===== src/rtl/brs_pkg.sv =====
`default_nettype none

package brs_pkg;

  // Fixed field widths of the command and result channels
  localparam int CMD_W      = 2;
  localparam int HANDLE_W   = 16;
  localparam int FIELD_IVL_W = 16;
  localparam int SLOT_W     = 4;
  localparam int KIND_W     = 3;
  localparam int STATUS_W   = 2;
  localparam int RETRY_W    = 5;
  localparam int TALLY_W    = 5;
  localparam int SECONDS_W  = 32;

  localparam logic [RETRY_W-1:0] RETRY_MAX = '1;

  // Defaults for the top-level parameters
  localparam int ENTRIES_DEF       = 16;
  localparam int INTERVAL_BITS_DEF = 16;

  typedef enum logic [CMD_W-1:0] {
    CMD_ADD    = 2'd0,
    CMD_REMOVE = 2'd1,
    CMD_TICK   = 2'd2,
    CMD_CLEAR  = 2'd3
  } cmd_e;

  typedef enum logic [KIND_W-1:0] {
    KIND_ADD_REPLY    = 3'd0,
    KIND_REMOVE_REPLY = 3'd1,
    KIND_RESEND       = 3'd2,
    KIND_TICK_DONE    = 3'd3,
    KIND_CLEAR_REPLY  = 3'd4
  } kind_e;

  typedef enum logic [STATUS_W-1:0] {
    ST_OK           = 2'd0,
    ST_BAD_INTERVAL = 2'd1,
    ST_TABLE_FULL   = 2'd2,
    ST_SLOT_EMPTY   = 2'd3
  } status_e;

  // Controller to datapath commands
  typedef struct packed {
    logic accept;     // input beat taken this cycle
    logic scanning;   // slot scan in progress
    logic step;       // commit the current slot and move to the next
    logic add_found;  // add lands in the current slot
    logic reply;      // load the final result
  } brs_ctl_t;

  // Datapath to controller status
  typedef struct packed {
    cmd_e cmd;        // command being worked on
    logic in_direct;  // incoming command needs no scan
    logic slot_free;  // current slot is empty
    logic need_emit;  // current slot resends on this tick
    logic idx_last;   // current slot is the highest one
    logic can_emit;   // output register can take a beat
  } brs_stat_t;

endpackage

`default_nettype wire


===== src/rtl/brs_ram.sv =====
`default_nettype none

module brs_ram #(
  parameter int WIDTH = 8,
  parameter int DEPTH = 16
) (
  input  wire logic                     clk_i,
  input  wire logic                     we_i,
  input  wire logic [$clog2(DEPTH)-1:0] waddr_i,
  input  wire logic [WIDTH-1:0]         wdata_i,
  input  wire logic [$clog2(DEPTH)-1:0] raddr_i,
  output      logic [WIDTH-1:0]         rdata_o
);

  logic [WIDTH-1:0] mem_q [DEPTH];

  // One write port, one registered read port
  always_ff @(posedge clk_i) begin
    if (we_i) begin
      mem_q[waddr_i] <= wdata_i;
    end
    rdata_o <= mem_q[raddr_i];
  end

endmodule

`default_nettype wire


===== src/rtl/brs_datapath.sv =====
`default_nettype none

module brs_datapath #(
  parameter int ENTRIES       = brs_pkg::ENTRIES_DEF,
  parameter int INTERVAL_BITS = brs_pkg::INTERVAL_BITS_DEF
) (
  input  wire logic                             clk_i,
  input  wire logic                             rst_ni,
  input  wire logic [brs_pkg::CMD_W-1:0]        cmd_i,
  input  wire logic [brs_pkg::HANDLE_W-1:0]     message_handle_i,
  input  wire logic [brs_pkg::FIELD_IVL_W-1:0]  start_interval_i,
  input  wire logic [brs_pkg::FIELD_IVL_W-1:0]  interval_limit_i,
  input  wire logic [brs_pkg::SLOT_W-1:0]       target_slot_i,
  input  wire brs_pkg::brs_ctl_t                ctl_i,
  output      brs_pkg::brs_stat_t               stat_o,
  output      logic                             out_valid_o,
  input  wire logic                             out_stall_i,
  output      logic [brs_pkg::KIND_W-1:0]       kind_o,
  output      logic [brs_pkg::STATUS_W-1:0]     status_o,
  output      logic [brs_pkg::SLOT_W-1:0]       slot_o,
  output      logic [brs_pkg::HANDLE_W-1:0]     resend_handle_o,
  output      logic [brs_pkg::RETRY_W-1:0]      retry_number_o,
  output      logic                             retired_o,
  output      logic [brs_pkg::TALLY_W-1:0]      tally_o,
  output      logic                             last_o
);

  import brs_pkg::*;

  localparam int IDX_W = $clog2(ENTRIES);
  localparam logic [IDX_W-1:0] IDX_LAST = IDX_W'(ENTRIES - 1);

  typedef struct packed {
    logic [HANDLE_W-1:0]      handle;
    logic [INTERVAL_BITS-1:0] ivl;
    logic [INTERVAL_BITS-1:0] lim;
    logic [SECONDS_W-1:0]     last_send;
    logic [RETRY_W-1:0]       retries;
  } entry_t;

  // Captured command
  cmd_e                     cmd_q;
  logic [HANDLE_W-1:0]      handle_q;
  logic [INTERVAL_BITS-1:0] ivl_q;
  logic [INTERVAL_BITS-1:0] lim_q;
  logic [SLOT_W-1:0]        target_q;
  logic                     bad_q;
  logic                     found_q;

  // Scan and time state
  logic [IDX_W-1:0]         idx_q;
  logic [TALLY_W-1:0]       tally_q;
  logic [SECONDS_W-1:0]     seconds_q;
  logic [ENTRIES-1:0]       valid_q;

  // Output register
  logic                     out_valid_q;
  kind_e                    out_kind_q;
  status_e                  out_status_q;
  logic [SLOT_W-1:0]        out_slot_q;
  logic [HANDLE_W-1:0]      out_handle_q;
  logic [RETRY_W-1:0]       out_retry_q;
  logic                     out_retired_q;
  logic [TALLY_W-1:0]       out_tally_q;
  logic                     out_last_q;

  // Incoming add check
  logic [INTERVAL_BITS-1:0] ivl_in;
  logic [INTERVAL_BITS-1:0] lim_in;
  logic                     in_bad;

  assign ivl_in = INTERVAL_BITS'(start_interval_i);
  assign lim_in = INTERVAL_BITS'(interval_limit_i);
  assign in_bad = (ivl_in == '0) || ({ivl_in, 1'b0} > {1'b0, lim_in});

  // Slot table
  entry_t           rd_entry;
  entry_t           wr_entry;
  entry_t           upd_entry;
  entry_t           new_entry;
  logic             ram_we;
  logic [IDX_W-1:0] raddr;

  always_comb begin
    if (ctl_i.step) begin
      raddr = idx_q + 1'b1;
    end else if (ctl_i.scanning) begin
      raddr = idx_q;
    end else begin
      raddr = '0;
    end
  end

  brs_ram #(
    .WIDTH($bits(entry_t)),
    .DEPTH(ENTRIES)
  ) u_slot_ram (
    .clk_i  (clk_i),
    .we_i   (ram_we),
    .waddr_i(idx_q),
    .wdata_i(wr_entry),
    .raddr_i(raddr),
    .rdata_o(rd_entry)
  );

  // Expiry and backoff for the slot under the scan
  logic [SECONDS_W-1:0] elapsed;
  logic                 expired;
  logic                 retire;
  logic                 need_emit;
  logic [RETRY_W-1:0]   retry_next;

  assign elapsed    = seconds_q - rd_entry.last_send;
  assign expired    = elapsed > SECONDS_W'(rd_entry.ivl);
  assign retire     = {rd_entry.ivl, 1'b0} > {1'b0, rd_entry.lim};
  assign need_emit  = (cmd_q == CMD_TICK) && valid_q[idx_q] && expired;
  assign retry_next = (rd_entry.retries == RETRY_MAX) ? rd_entry.retries
                                                       : rd_entry.retries + 1'b1;

  always_comb begin
    upd_entry           = rd_entry;
    upd_entry.last_send = seconds_q;
    upd_entry.retries   = retry_next;
    if (!retire) begin
      upd_entry.ivl = {rd_entry.ivl[INTERVAL_BITS-2:0], 1'b0};
    end
  end

  assign new_entry = '{handle: handle_q, ivl: ivl_q, lim: lim_q,
                       last_send: seconds_q, retries: '0};

  assign ram_we   = ctl_i.add_found || (ctl_i.step && need_emit);
  assign wr_entry = ctl_i.add_found ? new_entry : upd_entry;

  // Remove lookup
  logic             target_in_range;
  logic [IDX_W-1:0] target_idx;
  logic             remove_ok;

  assign target_in_range = 32'(target_q) < ENTRIES;
  assign target_idx      = IDX_W'(target_q);
  assign remove_ok       = target_in_range && valid_q[target_idx];

  // Final result of the command
  kind_e              fin_kind;
  status_e            fin_status;
  logic [SLOT_W-1:0]  fin_slot;
  logic [TALLY_W-1:0] fin_tally;

  always_comb begin
    fin_kind   = KIND_CLEAR_REPLY;
    fin_status = ST_OK;
    fin_slot   = '0;
    fin_tally  = tally_q;
    case (cmd_q)
      CMD_ADD: begin
        fin_kind  = KIND_ADD_REPLY;
        fin_tally = '0;
        if (bad_q) begin
          fin_status = ST_BAD_INTERVAL;
        end else if (found_q) begin
          fin_slot = SLOT_W'(idx_q);
        end else begin
          fin_status = ST_TABLE_FULL;
        end
      end
      CMD_REMOVE: begin
        fin_kind   = KIND_REMOVE_REPLY;
        fin_status = remove_ok ? ST_OK : ST_SLOT_EMPTY;
        fin_tally  = remove_ok ? TALLY_W'(1) : '0;
      end
      CMD_TICK: begin
        fin_kind = KIND_TICK_DONE;
      end
      default: begin
        fin_kind = KIND_CLEAR_REPLY;
      end
    endcase
  end

  // Command capture, scan index, tally and seconds counter
  always_ff @(posedge clk_i or negedge rst_ni) begin
    if (!rst_ni) begin
      cmd_q     <= CMD_ADD;
      bad_q     <= 1'b0;
      found_q   <= 1'b0;
      idx_q     <= '0;
      tally_q   <= '0;
      seconds_q <= '0;
    end else begin
      if (ctl_i.accept) begin
        cmd_q   <= cmd_e'(cmd_i);
        bad_q   <= in_bad;
        found_q <= 1'b0;
        idx_q   <= '0;
        tally_q <= '0;
        if (cmd_e'(cmd_i) == CMD_TICK) begin
          seconds_q <= seconds_q + 1'b1;
        end
      end
      if (ctl_i.add_found) begin
        found_q <= 1'b1;
      end
      if (ctl_i.step) begin
        idx_q <= idx_q + 1'b1;
        if (need_emit || (cmd_q == CMD_CLEAR && valid_q[idx_q])) begin
          tally_q <= tally_q + 1'b1;
        end
      end
    end
  end

  // Payload of the command, no reset
  always_ff @(posedge clk_i) begin
    if (ctl_i.accept) begin
      handle_q <= message_handle_i;
      ivl_q    <= ivl_in;
      lim_q    <= lim_in;
      target_q <= target_slot_i;
    end
  end

  // Slot occupancy
  always_ff @(posedge clk_i or negedge rst_ni) begin
    if (!rst_ni) begin
      valid_q <= '0;
    end else begin
      if (ctl_i.add_found) begin
        valid_q[idx_q] <= 1'b1;
      end
      if (ctl_i.step && need_emit && retire) begin
        valid_q[idx_q] <= 1'b0;
      end
      if (ctl_i.step && cmd_q == CMD_CLEAR) begin
        valid_q[idx_q] <= 1'b0;
      end
      if (ctl_i.reply && cmd_q == CMD_REMOVE && remove_ok) begin
        valid_q[target_idx] <= 1'b0;
      end
    end
  end

  // Output register
  logic can_emit;
  logic load_resend;

  assign can_emit    = !out_valid_q || !out_stall_i;
  assign load_resend = ctl_i.step && need_emit;

  always_ff @(posedge clk_i or negedge rst_ni) begin
    if (!rst_ni) begin
      out_valid_q <= 1'b0;
    end else if (load_resend || ctl_i.reply) begin
      out_valid_q <= 1'b1;
    end else if (!out_stall_i) begin
      out_valid_q <= 1'b0;
    end
  end

  always_ff @(posedge clk_i) begin
    if (load_resend) begin
      out_kind_q    <= KIND_RESEND;
      out_status_q  <= ST_OK;
      out_slot_q    <= SLOT_W'(idx_q);
      out_handle_q  <= rd_entry.handle;
      out_retry_q   <= retry_next;
      out_retired_q <= retire;
      out_tally_q   <= '0;
      out_last_q    <= 1'b0;
    end else if (ctl_i.reply) begin
      out_kind_q    <= fin_kind;
      out_status_q  <= fin_status;
      out_slot_q    <= fin_slot;
      out_handle_q  <= '0;
      out_retry_q   <= '0;
      out_retired_q <= 1'b0;
      out_tally_q   <= fin_tally;
      out_last_q    <= 1'b1;
    end
  end

  assign out_valid_o     = out_valid_q;
  assign kind_o          = out_kind_q;
  assign status_o        = out_status_q;
  assign slot_o          = out_slot_q;
  assign resend_handle_o = out_handle_q;
  assign retry_number_o  = out_retry_q;
  assign retired_o       = out_retired_q;
  assign tally_o         = out_tally_q;
  assign last_o          = out_last_q;

  // Status to the controller
  assign stat_o.cmd       = cmd_q;
  assign stat_o.in_direct = (cmd_e'(cmd_i) == CMD_REMOVE)
                          || ((cmd_e'(cmd_i) == CMD_ADD) && in_bad);
  assign stat_o.slot_free = !valid_q[idx_q];
  assign stat_o.need_emit = need_emit;
  assign stat_o.idx_last  = (idx_q == IDX_LAST);
  assign stat_o.can_emit  = can_emit;

  // Add never overwrites a live slot
  a_add_free_slot: assert property (@(posedge clk_i) disable iff (!rst_ni)
    ctl_i.add_found |-> !valid_q[idx_q])
    else $error("add placed into an occupied slot");

  // The closing beat of a command carries last
  a_reply_last: assert property (@(posedge clk_i) disable iff (!rst_ni)
    ctl_i.reply |=> out_valid_q && out_last_q)
    else $error("final beat not flagged last");

  // Time only moves on an accepted tick
  a_seconds_hold: assert property (@(posedge clk_i) disable iff (!rst_ni)
    !(ctl_i.accept && cmd_e'(cmd_i) == CMD_TICK) |=> $stable(seconds_q))
    else $error("seconds counter moved without a tick");

endmodule

`default_nettype wire


===== src/rtl/brs_ctrl.sv =====
`default_nettype none

module brs_ctrl (
  input  wire logic               clk_i,
  input  wire logic               rst_ni,
  input  wire logic               in_valid_i,
  output      logic               in_stall_o,
  input  wire brs_pkg::brs_stat_t stat_i,
  output      brs_pkg::brs_ctl_t  ctl_o
);

  import brs_pkg::*;

  typedef enum logic [1:0] {
    S_IDLE,
    S_SCAN,
    S_REPLY
  } state_e;

  state_e state_q;
  state_e state_d;

  // Next state and command decode
  always_comb begin
    state_d        = state_q;
    ctl_o          = '0;
    ctl_o.scanning = (state_q == S_SCAN);
    case (state_q)
      S_IDLE: begin
        if (in_valid_i) begin
          ctl_o.accept = 1'b1;
          state_d      = stat_i.in_direct ? S_REPLY : S_SCAN;
        end
      end
      S_SCAN: begin
        if (stat_i.cmd == CMD_ADD && stat_i.slot_free) begin
          ctl_o.add_found = 1'b1;
          state_d         = S_REPLY;
        end else begin
          // a resending slot waits for room in the output register
          ctl_o.step = !stat_i.need_emit || stat_i.can_emit;
          if (ctl_o.step && stat_i.idx_last) begin
            state_d = S_REPLY;
          end
        end
      end
      S_REPLY: begin
        if (stat_i.can_emit) begin
          ctl_o.reply = 1'b1;
          state_d     = S_IDLE;
        end
      end
      default: begin
        state_d = S_IDLE;
      end
    endcase
  end

  always_ff @(posedge clk_i or negedge rst_ni) begin
    if (!rst_ni) begin
      state_q <= S_IDLE;
    end else begin
      state_q <= state_d;
    end
  end

  assign in_stall_o = (state_q != S_IDLE);

  // A resend beat is only committed when the output register has room
  a_emit_room: assert property (@(posedge clk_i) disable iff (!rst_ni)
    (ctl_o.step && stat_i.need_emit) |-> stat_i.can_emit)
    else $error("resend committed into a full output register");

  // An accepted direct command moves to its reply state and takes no new beat there
  a_accept_after_reply: assert property (@(posedge clk_i) disable iff (!rst_ni)
    (ctl_o.accept && stat_i.in_direct) |=> (state_q == S_REPLY) && !ctl_o.accept)
    else $error("direct command skipped its reply");

endmodule

`default_nettype wire


===== src/rtl/backoff_retry_scheduler_unit.sv =====
// Exponential backoff retry timer table.
//
// Input channel (in_valid_i / in_stall_o) takes one command beat: add, remove,
// one-second tick or clear. Output channel (out_valid_o / out_stall_i) returns
// result beats; last_o marks the final beat of each command. A tick returns
// one resend beat per expiring slot, in ascending slot order, then a tick-done
// beat with the count.
//
// Remove and a rejected add skip the slot scan and go straight to the reply.
// Add, tick and clear walk the slot table one slot per cycle through the read
// port of the slot RAM while no resend waits for output room (an add stops at
// the first free slot). One command is worked on at a time; in_stall_o is high
// from the accepting edge until the final beat has been loaded.
//
// A stalled output holds its beat; a tick scan pauses on a slot that needs to
// resend until the output register frees up, so no beat is dropped.
// Reset empties the table and clears the seconds counter; no clearing pass.

`default_nettype none

module backoff_retry_scheduler_unit #(
  parameter int ENTRIES       = brs_pkg::ENTRIES_DEF,
  parameter int INTERVAL_BITS = brs_pkg::INTERVAL_BITS_DEF
) (
  input  wire logic                             clk_i,
  input  wire logic                             rst_ni,
  input  wire logic                             in_valid_i,
  output      logic                             in_stall_o,
  input  wire logic [brs_pkg::CMD_W-1:0]        cmd_i,
  input  wire logic [brs_pkg::HANDLE_W-1:0]     message_handle_i,
  input  wire logic [brs_pkg::FIELD_IVL_W-1:0]  start_interval_i,
  input  wire logic [brs_pkg::FIELD_IVL_W-1:0]  interval_limit_i,
  input  wire logic [brs_pkg::SLOT_W-1:0]       target_slot_i,
  output      logic                             out_valid_o,
  input  wire logic                             out_stall_i,
  output      logic [brs_pkg::KIND_W-1:0]       kind_o,
  output      logic [brs_pkg::STATUS_W-1:0]     status_o,
  output      logic [brs_pkg::SLOT_W-1:0]       slot_o,
  output      logic [brs_pkg::HANDLE_W-1:0]     resend_handle_o,
  output      logic [brs_pkg::RETRY_W-1:0]      retry_number_o,
  output      logic                             retired_o,
  output      logic [brs_pkg::TALLY_W-1:0]      tally_o,
  output      logic                             last_o
);

  import brs_pkg::*;

  brs_ctl_t  ctl;
  brs_stat_t stat;

  // Sequencer
  brs_ctrl u_ctrl (
    .clk_i     (clk_i),
    .rst_ni    (rst_ni),
    .in_valid_i(in_valid_i),
    .in_stall_o(in_stall_o),
    .stat_i    (stat),
    .ctl_o     (ctl)
  );

  // Slot table, timers and result register
  brs_datapath #(
    .ENTRIES      (ENTRIES),
    .INTERVAL_BITS(INTERVAL_BITS)
  ) u_datapath (
    .clk_i           (clk_i),
    .rst_ni          (rst_ni),
    .cmd_i           (cmd_i),
    .message_handle_i(message_handle_i),
    .start_interval_i(start_interval_i),
    .interval_limit_i(interval_limit_i),
    .target_slot_i   (target_slot_i),
    .ctl_i           (ctl),
    .stat_o          (stat),
    .out_valid_o     (out_valid_o),
    .out_stall_i     (out_stall_i),
    .kind_o          (kind_o),
    .status_o        (status_o),
    .slot_o          (slot_o),
    .resend_handle_o (resend_handle_o),
    .retry_number_o  (retry_number_o),
    .retired_o       (retired_o),
    .tally_o         (tally_o),
    .last_o          (last_o)
  );

endmodule

`default_nettype wire

===== config.mk =====
export PLATFORM = sky130hd
export DESIGN_NAME = backoff_retry_scheduler_unit
export DESIGN_NICKNAME = d
export VERILOG_FILES = /design/src/rtl/brs_pkg.sv /design/src/rtl/brs_ram.sv /design/src/rtl/brs_datapath.sv /design/src/rtl/brs_ctrl.sv /design/src/rtl/backoff_retry_scheduler_unit.sv
export SDC_FILE = /design/constraint.sdc
export NUM_CORES = 2
export LEC_CHECK = 0
export ABC_AREA = 1
export BUFFER_PORTS_ARGS = -buffer_cell sky130_fd_sc_hd__clkbuf_2
export CELL_PAD_IN_SITES_DETAIL_PLACEMENT = 1
export CELL_PAD_IN_SITES_GLOBAL_PLACEMENT = 2
export CORE_MARGIN = 8
export CORE_UTILIZATION = 38
export DETAILED_ROUTE_END_ITERATION = 8
export PLACE_DENSITY = 0.82
export SLEW_MARGIN = 20
export SYNTH_ARGS = -nofsm -noshare
export SYNTH_HDL_FRONTEND = slang
export SYNTH_HIERARCHICAL = 1
export SYNTH_SLANG_ARGS = --single-unit
export TNS_END_PERCENT = 10

===== constraint.sdc =====
create_clock -name clk_i -period 8.3 [get_ports clk_i]
set_input_delay 1.66 -clock clk_i [delete_from_list [all_inputs] [get_ports clk_i]]
set_output_delay 1.66 -clock clk_i [all_outputs]
set_load 0.1 [all_outputs]

Word level (Yosys, flattened, before mapping) --
Memory sizes are Yosys's and may differ from the RTL's. A register that Yosys moved wholly into a read port is not among the register bits. Index checks and enable logic that the tools add are counted.
Cells by class: eq/ne operators 13, bitwise logic cells 6, add/sub/neg operators 5, reduce and logical (&&, ||, !) cells 34, multiplexer cells 59, order comparisons 7
Operators with widths (count):
- 16-bit two-way mux | 7
- 85-bit two-way mux | 1
- 16-bit AND | 3
- 4-bit two-way mux | 9
- 17-bit by 16-bit > comparator with 1-bit output | 2
- 32-bit by 1-bit adder with 32-bit output (second input constant) | 1
- 32-bit by 16-bit > comparator with 1-bit output | 1
- 16-bit inverter | 2
- 32-bit subtractor | 1
- 5-bit two-way mux | 6
- 1-bit two-way mux | 19
- 2-bit two-way mux | 9
- 16-bit zero test | 1
- 16-bit bitwise OR | 1
- 1-bit logical AND | 13
- 5-bit by 1-bit adder with 5-bit output (second input constant) | 2
- 4-bit by 5-bit < comparator with 1-bit output (second input constant) | 2
- 5-bit case mux with 2 select lines | 1
- 3-bit case mux with 3 select lines | 1
- 1-bit binary-select mux with 4-bit select | 2
- 1-bit demux with 4-bit select | 2
- 2-bit equality test (second input constant) | 4
- 4-bit by 1-bit greater-or-equal comparator with 1-bit output (second input constant) | 2
- 2-bit nonzero test | 4
- other kinds (14) | 28
Word-level totals: output and inout port bits 39, flip-flop bits (word level) 153, bits in writable memories 1360, logic and storage cells 146, input port bits 58, memories 1
Memories:
- u_datapath.u_slot_ram.mem_q | words 16, width 85, read ports 1, clocked after Yosys merged registers in 1, wr ports 1, RTL line brs_ram.sv:15 | logic [WIDTH-1:0] mem_q [DEPTH];

Logic depth before layout (Yosys ltp) --
word-level depth 15, depth in mapped cells 41, gate-level depth less buffers 36

By module --
Netlist, hierarchy kept.
Modules (own cells, without submodules):
- brs_ram | area an instance 59679.7 sq um, cells an instance 5583, instances 1
- brs_datapath | area an instance 11133.2 sq um, cells an instance 1548, instances 1
- brs_ctrl | area an instance 157.7 sq um, cells an instance 28, instances 1

Worst setup path before layout --
OpenSTA, ideal clock, no wires.
path type register to register, start point reg u_datapath.seconds_q[0], end point mem u_datapath/u_slot_ram/mem_q[12][0] (netlist bit), enable pin, setup slack 0.215 ns, arrival time 7.556 ns, cell stages (with the launch flop) 33, buffers on the path 3, cell sequence dfrtp_1 -> inv_1 -> ha_1 -> fa_1 -> inv_1 -> nand2_1 -> nand2_1 -> nand3_1 -> nand2_1 -> nand2_1 -> nand2_1 -> xor2_1 -> ha_1 -> nand2_1 -> nor3_1 -> nand3_1 -> nand2_1 -> nand3_1 -> nor2_1 -> nand2_1 -> nor2_1 -> nand2_1 -> nand2_2 -> inv_2 -> buf_4 -> nand2_1 -> and3_1 -> nand2_2 -> buf_6 -> buf_6 -> nand2_1 -> nand3_1 -> nor2_1
RTL lines:
- start: declaration | RTL line brs_datapath.sv:53 | logic [SECONDS_W-1:0] seconds_q;
- start signal: assignment | RTL line brs_datapath.sv:198 | seconds_q <= seconds_q + 1'b1;
- end: declaration | RTL line brs_ram.sv:15

==> results.cfg <==
[global_routing]
first_global_vias = 53510
grt_overflow = 0
grt_pass1_wl_um = 326200
grtUsageMet1_pct = 28.68
grt_use_met3_pct = 3.059
grt_antenna_before_repair = 3
top_usage_layer = met2
grtUsageMet2_pct = 35.63
grt.total_usage_pct = 21.14
grt_start_max_net_pins = 189

[timing]
post-route-period-util_pct = 85.88
finalHoldViolations = 0
max_freq_ghz = 0.1403
finalClockSkew_ps = 30.62
finalSetupTns_ps = 0
worstMarginPinSlew_ps = 1180
slew_headroom_pct = 20.81
worst_slack_ps = 1172
finalCriticalPeriod_ps = 7128
rsz0062_at_grt = false
setup_viol = 0
slew_viol_final = 0
holdWs_ps = 495.7

[placed_design]
dp_slack_ps = 1247
hpwl_um = 118100
place.gp.congestion = 0.8508
portBuffers = 96

[worst_setup_path]
end_kind = flop
cpMostUsedCell = nand2_1
crit_fanout = 166
critPathMaxStageDelay_ps = 710
slowest_stage = dfrtp_1
crit_required_ps = 9030
crit_type = reg -> reg
worstSetupStartpointType = flop
cp.arrival_ps = 7860

[detailed_routing]
viasPerCell = 5.127
dr.pass1.iters = 5
wl_per_cell_um = 21.93
drc_errors = 0
drtIter0Drc = 4024
routed_wl_um = 216200
vias = 50550
drtAntennaViolNets = 0

[power_and_ir_drop]
p_seq_share_pct = 37.6
p_int_mw = 17.75
clockPowerShare_pct = 25.8
leakagePower_nw = 34.66
p_sw_mw = 11.54
comb_power_share_pct = 36.5
swShare_pct = 39.40
vdd_drop_max_mv = 0.3260
p_per_area_nw_per_um2 = 365.2

[logic_synthesis]
synthCells = 7159
yosys.area.top_type = edfxtp_1
synth_fp_nets = 7307
synth_edf_count = 1438
syn_area_per_cell_um2 = 9.913
yosysUniqueCellTypes = 46
ys.flop_type = edfxtp_1
yosys_warnings = 6
synthTopCellsByCount = nand2_1 (2207), edfxtp_1 (1438), inv_1 (1327)
syn-cell-area_um2 = 70970
async_flop_share_pct = 4.005
ys_seq_elements = 1598
synth.area.top_cells = edfxtp_1 (61%), nand2_1 (12%), nand3_1 (7.7%)
yosysMostFrequentCell = nand2_1
yosysTopAreaCellShare_pct = 60.84
ys_seq_area_share_pct = 65.81

[cts]
cts_buffers = 169
cts_tree = yes
clk_path_buf_depth = 3
holdBufCountCts = 0
clock-sinks = 1598
post-cts-setup-buffer-count = 0
htree_levels = 4
clk_latency_ps = 810
clkTransAtPathRegs_ps = 60
ctsResizeCount = 0
clockRootBuffer = clkbuf_16

[worst_hold_path]
hp-class = reg -> reg

[cells_and_area]
drive_above_1_share_pct = 7.064
area_delta_synth_final_pct = 13.01
nNetsFinal = 7384

[floorplan]
io_pins = 97
core_area_um2 = 185400
die_h_um = 448.2
die_w_um = 448.2
dieArea_um2 = 200800
floorplan.initialDensity_pct = 38.27
row_count = 158

[status]
outcome = completed

[flow_run]
maxCapViolCount = 0
-- metrics by stage --
| step | instances | power (mW) | instance area [um^2] | util (%) |
|---|---|---|---|---|
| 3_5_place_dp | 9545 | 21.81 | 74660 | 40.26 |
| 5_1_grt | 9857 | 30.87 | 80200 | 43.25 |
| 6_report | 9859 | 29.29 | 80200 | 43.25 |
| 2_1_floorplan | 7159 | 18.23 | 70970 | - |
| 3_3_place_gp | 9545 | 21.53 | 74650 | 40.26 |
| 4_1_cts | 9855 | 29.45 | 80160 | 43.23 |
-- layer usage --
metal	share of wire [%]	routed length, um
met1	45	97040
met2	48	103200
met3	5.0	10760
met4	2.4	5183
met5	0	0
-- state kept, by name (all words and copies together), names as in the netlist --
| signal | flops |
|---|---|
| u_ctrl/state_q | 2 |
| u_datapath/bad_q | 1 |
| u_datapath/cmd_q | 2 |
| u_datapath/found_q | 1 |
| u_datapath/handle_q | 16 |
| u_datapath/idx_q | 4 |
| u_datapath/ivl_q | 16 |
| u_datapath/kind_o | 3 |
| u_datapath/last_o | 1 |
| u_datapath/lim_q | 16 |
| u_datapath/out_valid_o | 1 |
| u_datapath/resend_handle_o | 16 |
| u_datapath/retired_o | 1 |
| u_datapath/retry_number_o | 5 |
| u_datapath/seconds_q | 32 |
| u_datapath/slot_o | 4 |
| u_datapath/status_o | 2 |
| u_datapath/tally_o | 5 |
| u_datapath/tally_q | 5 |
| u_datapath/target_idx | 4 |
| u_datapath/u_slot_ram/mem_q | 1360 |
| u_datapath/u_slot_ram/rdata_o | 85 |
| u_datapath/valid_q | 16 |
-- final timing paths --
check                                                    start                                       end  slack (ps)  cells past startpoint
min in group asynchronous                               rst_ni        u_datapath/out_valid_o$_DFFE_PN0P_         780                      1
setup reg to reg           u_datapath/seconds_q[0]$_DFFE_PN0P_  u_datapath/u_slot_ram/rdata_o[1]$_DFF_P_        1170                     35
max in group asynchronous                               rst_ni      u_datapath/seconds_q[21]$_DFFE_PN0P_        6400                      2
setup / recovery           u_datapath/seconds_q[0]$_DFFE_PN0P_  u_datapath/u_slot_ram/rdata_o[1]$_DFF_P_        1170                     35
hold reg to reg                 u_datapath/last_o$_SDFFE_PP0P_            u_datapath/last_o$_SDFFE_PP0P_         500                      2
hold / removal                  u_datapath/last_o$_SDFFE_PP0P_            u_datapath/last_o$_SDFFE_PP0P_         500                      2
-- cells in the final DEF, fill, tap and decap left out, drive strengths merged, types with 2 or more instances in the layout --
master	n
o22ai	18
a31oi	2
a21oi	70
nor2	176
edfxtp	1438
nor4	10
xor2	39
clkinvlp	4
xnor2	12
clkinv	57
nand3	1087
a31o	3
inv	1343
o21ai	98
o32ai	3
a21o	2
clkbuf	320
o211ai	8
dfrtp	64
o21bai	3
diode	4
dfxtp	96
ha	89
nand3b	6
or2	4
nor3	32
nand2	2214
nand4	28
bufinv	14
buf	122
and2	5
-- worst max-delay path: cells and delay by family (launching register included) --
kind	cells	cell delay, ps
adders and majority gates	3	950
xor gates and xnor gates	1	100
DFF	1	710
buffers and inverters	6	1870
AOI/OAI and AO/OA	1	340
and+or+nand+nor	24	2770
-- final cells by class --
| class | count | area [um^2] |
|---|---|---|
| Antenna cell | 4 | 10.01 |
| Sequential cell | 1598 | 46700 |
| Fill cell | 20680 | 105200 |
| Clock inverter | 85 | 889.6 |
| Clock buffer | 225 | 4609 |
| Timing Repair Buffer | 217 | 1892 |
| Multi-Input combinational cell | 3917 | 17960 |
| Tap cell | 2480 | 3103 |
| Inverter | 1333 | 5031 |
-- logic make-up after synthesis --
logic type	after synthesis	synth area share [%]
AOI/OAI and AO/OA	210	1.608
and+or+nand+nor	3565	21.15
DFF	1598	65.81
xor gates and xnor gates	51	0.6294
buffers and inverters	1644	9.194
muxes	1	0.01410
adders and majority gates	90	1.597
-- power groups by stage --
stage / sequential, mW / combinational (mW) / clock (mW)
2_1_floorplan: 11.5 / 6.75 / 0
3_3_place_gp: 11.2 / 10.4 / 0
3_5_place_dp: 11.2 / 10.6 / 0
4_1_cts: 11.0 / 10.7 / 7.72
5_1_grt: 11.1 / 11.8 / 7.99
6_report: 11.0 / 10.7 / 7.56
Note: power is estimated with default switching activity, not from simulation.
